<file path="src/rowf_pkg.sv">
// ----------------------------------------------------------------------------
// Rank-order window filter package
// Shared types, register codes and fixed field widths for the filter core.
// ----------------------------------------------------------------------------
`timescale 1ns / 1ps

package rowf_pkg;

    // Fixed field widths.
    localparam int PIX_W      = 8;
    localparam int ROW_W      = 12;
    localparam int OUT_COL_W  = 10;
    localparam int MODE_W     = 2;
    localparam int WIDTH_W    = 11;
    localparam int HEIGHT_W   = 13;
    localparam int CFG_DATA_W = 13;
    localparam int CFG_IDX_W  = 2;

    // Largest image height in rows.
    localparam int MAX_HEIGHT = 4096;

    // Configuration register indexes.
    localparam logic [CFG_IDX_W-1:0] CFG_MODE   = 2'd0;
    localparam logic [CFG_IDX_W-1:0] CFG_WIDTH  = 2'd1;
    localparam logic [CFG_IDX_W-1:0] CFG_HEIGHT = 2'd2;

    // Register reset values.
    localparam logic [WIDTH_W-1:0]  WIDTH_RESET  = 11'd1024;
    localparam logic [HEIGHT_W-1:0] HEIGHT_RESET = 13'd1024;

    // Input opcode for a pixel transaction; anything else only drains results.
    localparam logic OP_PIXEL = 1'b0;

    // Filter selection.
    typedef enum logic [MODE_W-1:0] {
        MODE_MEDIAN = 2'd0,
        MODE_MIN    = 2'd1,
        MODE_MAX    = 2'd2,
        MODE_COPY   = 2'd3
    } mode_t;

    // Control word that travels alongside the window through the sorter.
    typedef struct packed {
        logic                  valid;
        logic                  keep;
        logic [PIX_W-1:0]      pass_pix;
        logic [ROW_W-1:0]      row;
        logic [OUT_COL_W-1:0]  col;
        logic                  frame_end;
    } rowf_ctrl_t;

endpackage

</file>
<file path="src/rowf_cx_cell.sv">
// ----------------------------------------------------------------------------
// Compare-exchange cell
// Registers the smaller of two pixels on one output and the larger on the other.
// ----------------------------------------------------------------------------
`timescale 1ns / 1ps

module rowf_cx_cell (
    input  logic                       clk,
    input  logic                       en,
    input  logic [rowf_pkg::PIX_W-1:0] a,
    input  logic [rowf_pkg::PIX_W-1:0] b,
    output logic [rowf_pkg::PIX_W-1:0] lo,
    output logic [rowf_pkg::PIX_W-1:0] hi
);
    import rowf_pkg::*;

    logic [PIX_W-1:0] lo_reg;
    logic [PIX_W-1:0] hi_reg;
    logic             swap;

    assign swap = (a > b);

    // Ordered pair, held while the pipeline is frozen.
    always_ff @(posedge clk)
    begin
        if (en)
        begin
            lo_reg <= swap ? b : a;
            hi_reg <= swap ? a : b;
        end
    end

    assign lo = lo_reg;
    assign hi = hi_reg;

endmodule

</file>
<file path="src/rowf_sort_stage.sv">
// ----------------------------------------------------------------------------
// Sorter stage
// One step of an odd-even transposition sort: a row of compare-exchange cells
// on the even or odd pairs, unpaired pixels registered as they are.
// ----------------------------------------------------------------------------
`timescale 1ns / 1ps

module rowf_sort_stage #(
    parameter int N     = 9,
    parameter int PHASE = 0
) (
    input  logic                               clk,
    input  logic                               rst_n,
    input  logic                               en,
    input  logic [N-1:0][rowf_pkg::PIX_W-1:0]  data_in,
    input  rowf_pkg::rowf_ctrl_t               ctrl_in,
    output logic [N-1:0][rowf_pkg::PIX_W-1:0]  data_out,
    output rowf_pkg::rowf_ctrl_t               ctrl_out
);
    import rowf_pkg::*;

    logic [PIX_W-1:0] res [N];
    rowf_ctrl_t       ctrl_reg;

    genvar gi;

    // Cells on the pairs of this phase, plain registers elsewhere.
    generate
        for (gi = 0; gi < N; gi++)
        begin : g_lane
            if (((gi % 2) == PHASE) && (gi + 1 < N))
            begin : g_pair
                rowf_cx_cell u_cell (
                    .clk (clk),
                    .en  (en),
                    .a   (data_in[gi]),
                    .b   (data_in[gi+1]),
                    .lo  (res[gi]),
                    .hi  (res[gi+1])
                );
            end
            else if (!((gi >= 1) && (((gi - 1) % 2) == PHASE)))
            begin : g_single
                logic [PIX_W-1:0] hold_reg;

                always_ff @(posedge clk)
                begin
                    if (en)
                    begin
                        hold_reg <= data_in[gi];
                    end
                end

                assign res[gi] = hold_reg;
            end
            assign data_out[gi] = res[gi];
        end
    endgenerate

    // Control word follows the data.
    always_ff @(posedge clk or negedge rst_n)
    begin
        if (!rst_n)
        begin
            ctrl_reg <= '0;
        end
        else if (en)
        begin
            ctrl_reg <= ctrl_in;
        end
    end

    assign ctrl_out = ctrl_reg;

endmodule

</file>
<file path="config.mk">
export PLATFORM = sky130hd
export DESIGN_NAME = rowf_sort_stage
export DESIGN_NICKNAME = d
export VERILOG_FILES = /design/src/rowf_pkg.sv /design/src/rowf_cx_cell.sv /design/src/rowf_sort_stage.sv
export SDC_FILE = /design/constraint.sdc
export NUM_CORES = 1
export LEC_CHECK = 0
export ABC_AREA = 0
export CORE_MARGIN = 3
export CORE_UTILIZATION = 60
export DETAILED_ROUTE_END_ITERATION = 12
export DONT_BUFFER_PORTS = 1
export GPL_TIMING_DRIVEN = 0
export PLACE_DENSITY_LB_ADDON = 0.1
export SETUP_SLACK_MARGIN = 0.5
export SLEW_MARGIN = 20
export SYNTH_ARGS = -nofsm -noshare
export SYNTH_HDL_FRONTEND = slang
export SYNTH_HIERARCHICAL = 1
export SYNTH_SLANG_ARGS = --single-unit
</file>
<file path="constraint.sdc">
create_clock -name clk -period 1.19 [get_ports clk]
set_clock_uncertainty 0.15 [all_clocks]
set_input_delay 0.238 -clock clk [delete_from_list [all_inputs] [get_ports clk]]
set_output_delay 0.238 -clock clk [all_outputs]
set_load 0.05 [all_outputs]
</file>
==> impl_metrics.tcl, run 1 <==
set metrics [dict create \
    multi_input_area_um2 2592 \
    clkTransAtPathRegs_ns 0.10 \
    status "finished with violations" \
    setup_tns_ns -40.48 \
    drive_above_1_share_pct 65.61 \
    clock_sinks 105 \
    drv_cap 0 \
    slew_viol_final 0 \
    wl_per_cell_um 23.63 \
    r2r-end "ctrl_out[4]" \
    slowest_delay_ns 0.29 \
    startpoint "data_in[13]" \
    arrival_ns 1.58 \
    setup_slack_ns -0.4250 \
    fin_crit_ns 1.615 \
    clkLatencyLatePin_ns 0.36 \
    drtIter0Drc 64 \
    synth-compound-area-share_pct 5.326 \
    die_area_um2 10260 \
    violations "hold timing, setup timing" \
    overflow 0 \
    synthToLayoutAreaGrowth_pct 19.31 \
    crit_path_start_kind "primary input" \
    syn_avg_cell_area_um2 17.14 \
    path_cells "inv_1 > ha_4 > a21oi_4 > o21ai_4 > o22ai_4 > clkbuf_16 > mux2_4" \
    holdCritPathClass "in -> async" \
    setup-violations-final 169 \
    ant_nets 0 \
    synth_top_family_by_area "multiplexers" \
    cts_max_level 3 \
    drc 0 \
    grt_usage_pct 19.09 \
    start_util_pct 62.19 \
    viasPerCell 5.947 \
    dieHeight_um 101.3 \
    critPathBufInv 2 \
    wl_met3_um 1312 \
    synth-seq-cells 105 \
    grt_pass1_vias 2805 \
    p_leak_nw 2.685 \
    dr_wl_met2_um 5370 \
    netlist_area_um2 5450 \
    die_w_um 101.3 \
    yosys.area_share.simple_pct 2.663 \
    pre_cts_ws_ns -0.8642 \
    rows 34 \
    hold_violations 210 \
    worstRegToRegCells 1 \
    gp_congestion 0.7572 \
    timing.hold.ws_ns -0.5906 \
    ys_types 17 \
    path_delay_family "compound AO/OA/AOI/OAI gates" \
    synthXorXnorAreaFrac_pct 0 \
    rsz0062_at_grt "yes" \
    end_kind "flip-flop" \
    nFillCells 529 \
    numCtsBuffers 9 \
    ios 213 \
    largest_reg_flops 33 \
    fmax_ghz 0.6192 \
    crit_type "in -> reg" \
    yosys_warnings 6 \
    maxUsedRoutingLayer "met5" \
    power_density_nw_per_um2 1562 \
    grt_pass1_wl_um 14750 \
    peakVddDrop_mv 0.7946 \
    cts_tree "built" \
    firstDrtPassIters 4 \
    fin_crit_sh_pct 135.7 \
    crit_slowest_cell "mux2_4" \
    regArea_um2 3029 \
    antenna_cells 0 \
    drt-total-wl_um 10730 \
    clockRootBuffer "clkbuf_8" \
    grt_max_degree 74 \
    synth_fp_nets 458 \
    r2r_slack_ns 0.08 \
    antenna_found_initial 1 \
    core_um2 8763 \
    dp_hpwl_um 7641 \
    worst_pin_slew_ns 0.5134 \
    wl_met1_um 3790 \
    synth_adder_area_share_pct 7.346 \
    postSynthCellCount 318 \
    critical_path_peak_fanout 5 \
    rr_startpoint "ctrl_out[4]" \
    worst_ep_required_time_ns 1.16 \
    layout.nets 481 \
    slew_headroom_pct 65.84 \
    cts_buffer_depth 2 \
    synth.mux.area_fraction_pct 24.86 \
    num_vias 2700 \
    port_buffers 0 \
    yosysSeqAreaShare_pct 54.82 \
]
Yosys cell counts:
library cell,count,area share [%]
o211ai_2,4,0.92
buf_12,7,2.6
o22ai_4,4,1.5
a21oi_2,4,0.64
a21oi_1,12,1.1
dfrtp_1,33,15
inv_1,32,2.2
o21ai_4,4,1.2
nor2b_4,4,1.0
edfxtp_1,72,40
mux2_4,70,19
buf_6,1,0.21
ha_1,32,7.3
mux2_2,27,5.6
nand4_2,4,0.92
nand2_1,4,0.28
nand4_1,4,0.46
layout make-up:
class	instances	share of cell area [%]
buffer	8	2.386
sequential	105	46.58
timing repair buffer	12	2.540
clock buffer	13	3.444
multi-input combinational	173	39.87
tap	108	2.078
inverter	32	2.655
clock inverter	3	0.4426
where the power goes:
part	internal, W	total, W	switching [W]
registers	0.00441	0.00598	0.00157
logic	0.00107	0.00164	0.000576
clock network	0.00130	0.00253	0.00124
total	0.00677	0.0102	0.00338
placed cells by master (no fill, tap or decap):
cell and count:
mux2_4 89, edfxtp_1 72, a21oi_1 1, buf_8 1, o21ai_4 4, nand4_4 3
inv_1 27, clkinv_4 1, inv_12 4, a21oi_2 11, nand4_2 1, a21oi_4 4
dfrtp_2 33, nand2_1 1, o211ai_2 4, nor2b_4 4, clkbuf_8 9, o22ai_4 4
ha_4 18, nand4_1 4, nand2_2 3, inv_8 1, buf_4 3, inv_6 1
mux2_2 8, clkbuf_16 7, ha_1 14, buf_6 6, inv_4 1, buf_12 7
stage by stage:
stage	cells	util [%]	total power, W	instance area, um2
2_1_floorplan	318	-	0.007150	5675
3_3_place_gp	426	66.31	0.007342	5811
3_5_place_dp	426	66.31	0.007382	5811
4_1_cts	450	70.65	0.01005	6191
5_1_grt	454	74.20	0.01052	6502
6_report	454	74.20	0.01016	6502
repair_timing:
item / CTS / global route
gates resized for setup: 18 / 32
cloned: 0 / 3
pin swaps: 4 / 20
endpoints found under the hold margin: 210 / 210
setup endpoints to repair: 202 / 202
buffers inserted: 8 / 1
routing by layer:
metal,GRT usage [%],up-vias
met2,30.94,139
met5,0,-
met4,8.487,2
met1,20.76,1315
met3,10.19,20
li1,-,1224
kinds of logic (layout without fill, tap and decap cells):
group | after synthesis | in the layout
flops | 105 | 105
fa+ha+maj | 32 | 32
mux | 97 | 97
simple gates | 16 | 16
compound gates | 28 | 28
buf+inv | 40 | 68
how the worst max path moves through the flow:
| stage | end | slack [ns] | cells after the start |
|---|---|---|---|
| 2_1_floorplan | g_lane[0].g_pair.u_cell/hi[0] | -0.73 | 8 |
| 3_3_place_gp | g_lane[0].g_pair.u_cell/hi[2] | -0.85 | 7 |
| 3_5_place_dp | g_lane[0].g_pair.u_cell/hi[5] | -0.86 | 7 |
| 4_1_cts | g_lane[0].g_pair.u_cell/hi[5] | -0.36 | 8 |
| 6_report | g_lane[0].g_pair.u_cell/lo[4] | -0.42 | 7 |
| 5_1_grt | g_lane[0].g_pair.u_cell/hi[4] | -0.47 | 6 |
Power figures use the tool's default switching activity.
==> run 2: changes to the inputs <==
--- a/config.mk
+++ b/config.mk
@@ -6,8 +6,10 @@
 export NUM_CORES = 1
 export LEC_CHECK = 0
 export ABC_AREA = 0
+export CELL_PAD_IN_SITES_DETAIL_PLACEMENT = 1
+export CELL_PAD_IN_SITES_GLOBAL_PLACEMENT = 1
 export CORE_MARGIN = 3
-export CORE_UTILIZATION = 60
+export CORE_UTILIZATION = 51
 export DETAILED_ROUTE_END_ITERATION = 12
 export DONT_BUFFER_PORTS = 1
 export GPL_TIMING_DRIVEN = 0
==> run 2 against run 1 <==
Net effect: the run still ends with hold timing, setup timing left; first-iteration DRC count grew 78%; die area is 17% higher; sequential power barely moved; largest power group unchanged; clock power down 15%; non-clock buffer count rose by 10; critical endpoint is now g_lane[6].g_pair.u_cell/lo[2]; total power down 2.4%; critical path depth increased by 2.
==> impl_metrics.tcl, run 2 (synthesized netlist as in run 1, its figures left out) <==
set metrics [dict create \
    grt_pass1_wl_um 17750 \
    die_w_um 109.4 \
    largest_reg_flops 33 \
    worst_ep_required_time_ns 1.18 \
    layout.nets 491 \
    slew_headroom_pct 65.09 \
    setup-violations-final 169 \
    peakVddDrop_mv 0.8638 \
    grt_max_degree 74 \
    setup_slack_ns -0.4168 \
    crit_type "in -> reg" \
    violations "hold timing, setup timing" \
    fin_crit_sh_pct 135.0 \
    start_util_pct 52.56 \
    slew_viol_final 0 \
    overflow 0 \
    wl_per_cell_um 25.41 \
    cts_max_level 3 \
    ant_nets 0 \
    dpl_cell_area_um2 5846 \
    drv_cap 0 \
    drt-total-wl_um 12530 \
    fin_crit_ns 1.607 \
    die_area_um2 11960 \
    holdCritPathClass "in -> async" \
    mostFrequentLayoutCells "90 x mux2_4, 72 x edfxtp_1, 33 x dfrtp_2" \
    firstDrtPassIters 5 \
    fmax_ghz 0.6224 \
    dp_hpwl_um 8813 \
    power_density_nw_per_um2 1507 \
    port_buffers 0 \
    layout_commonest_cell "mux2_4" \
    num_vias 2803 \
    grt_pass1_vias 3132 \
    r2r_slack_ns 0.08 \
    numCtsBuffers 9 \
    stdcell_area_um2 6579 \
    rsz0062_at_grt "yes" \
    synthToLayoutAreaGrowth_pct 20.71 \
    drive_above_1_share_pct 65.45 \
    dieHeight_um 109.4 \
    hold_violations 210 \
    drtIter0Drc 114 \
    clockRootBuffer "clkbuf_8" \
    clkLatencyLatePin_ns 0.37 \
    antenna_found_initial 3 \
    viasPerCell 5.686 \
    critical_path_peak_fanout 4 \
    worstRegToRegCells 1 \
    arrival_ns 1.59 \
    p_leak_nw 2.721 \
    gp_congestion 0.7210 \
    nFillCells 900 \
    ios 213 \
    core_um2 10370 \
    r2r-end "ctrl_out[15]" \
    clkTransAtPathRegs_ns 0.10 \
    pre_cts_ws_ns -0.9124 \
    final_cell_count_no_fill 493 \
    worst_pin_slew_ns 0.5248 \
    clock_sinks 105 \
    rr_startpoint "ctrl_out[15]" \
    timing.hold.ws_ns -0.6191 \
    rows 37 \
    end_kind "flip-flop" \
    cts_tree "built" \
    placedCellCount 454 \
    status "finished with violations" \
    crit_path_start_kind "primary input" \
    cts_buffer_depth 2 \
    drc 0 \
    grt_usage_pct 20.46 \
]
## run 2: changes by cell type in the layout (fill, tap and decap cells not counted), moves of 2 or more
cell       delta
buf_6         +8
clkbuf_16     -5
a21oi_2       +4
a21oi_4       -3
nand2_1       +3
nand2_2       -3
buf_16        +2
clkinv_4      +2
## run 2: cell type report
class / instances / area (um2) / area share (%)
repair buffers: 22 / 287.8 / 4.374
well taps: 136 / 170.2 / 2.587
plain buffers: 8 / 155.1 / 2.358
multi-input cells: 173 / 2570 / 39.06
diodes: 1 / 2.502 / 0.03804
inverters: 32 / 173.9 / 2.644
flip-flops and latches: 105 / 3029 / 46.04
clock inverters: 5 / 37.54 / 0.5706
clock buffers: 11 / 152.6 / 2.320
## run 2: per-stage QoR
stage	power, W	setup TNS (ns)	utilization, %
CTS	0.009920	-45.99	62.03
global placement	0.007353	-50.85	56.37
global route	0.01031	-50.74	63.44
finish	0.009911	-44.11	63.44
floorplan	0.007150	-44.29	-
detailed placement	0.007421	-52.70	56.37
## run 2: per-layer routing
layer | vias up | part of all wire, % | global-route usage (%)
met3 | 22 | 12 | 11.22
met1 | 1385 | 32 | 19.21
li1 | 1252 | - | -
met4 | 4 | 1.9 | 8.192
met2 | 140 | 54 | 36.75
met5 | - | 0.11 | 0
## run 2: worst max-delay path by stage
stage / startpoint / to / slack [ns] / cells after the start
after floorplan: data_in[9] / g_lane[0].g_pair.u_cell/hi[0] / -0.73 / 8
after global placement: data_in[13] / g_lane[0].g_pair.u_cell/hi[4] / -0.87 / 7
after detailed placement: data_in[13] / g_lane[0].g_pair.u_cell/hi[5] / -0.91 / 7
after CTS: data_in[49] / g_lane[6].g_pair.u_cell/hi[5] / -0.38 / 8
after global routing: data_in[62] / g_lane[6].g_pair.u_cell/lo[2] / -0.43 / 7
final: data_in[57] / g_lane[6].g_pair.u_cell/lo[2] / -0.42 / 9
## run 2: repair_timing
item	CTS	global route
resized for setup	44	12
setup endpoints to repair	202	202
cloned	2	1
setup buffers	18	1
hold endpoints to repair	210	210
pin swaps	10	12
## run 2: critical path, cell delays in order
cell      delay, ns
inv_16         0.02
ha_4           0.20
nor2b_4        0.12
o211ai_2       0.16
a21oi_2        0.09
o22ai_4        0.19
buf_4          0.17
buf_6          0.09
mux2_2         0.32
## run 2: report_power, final
part	switching [W]	internal [W]
combinational	0.000626	0.00115
clock	0.00125	0.000898
sequential	0.00158	0.00441
total	0.00345	0.00646
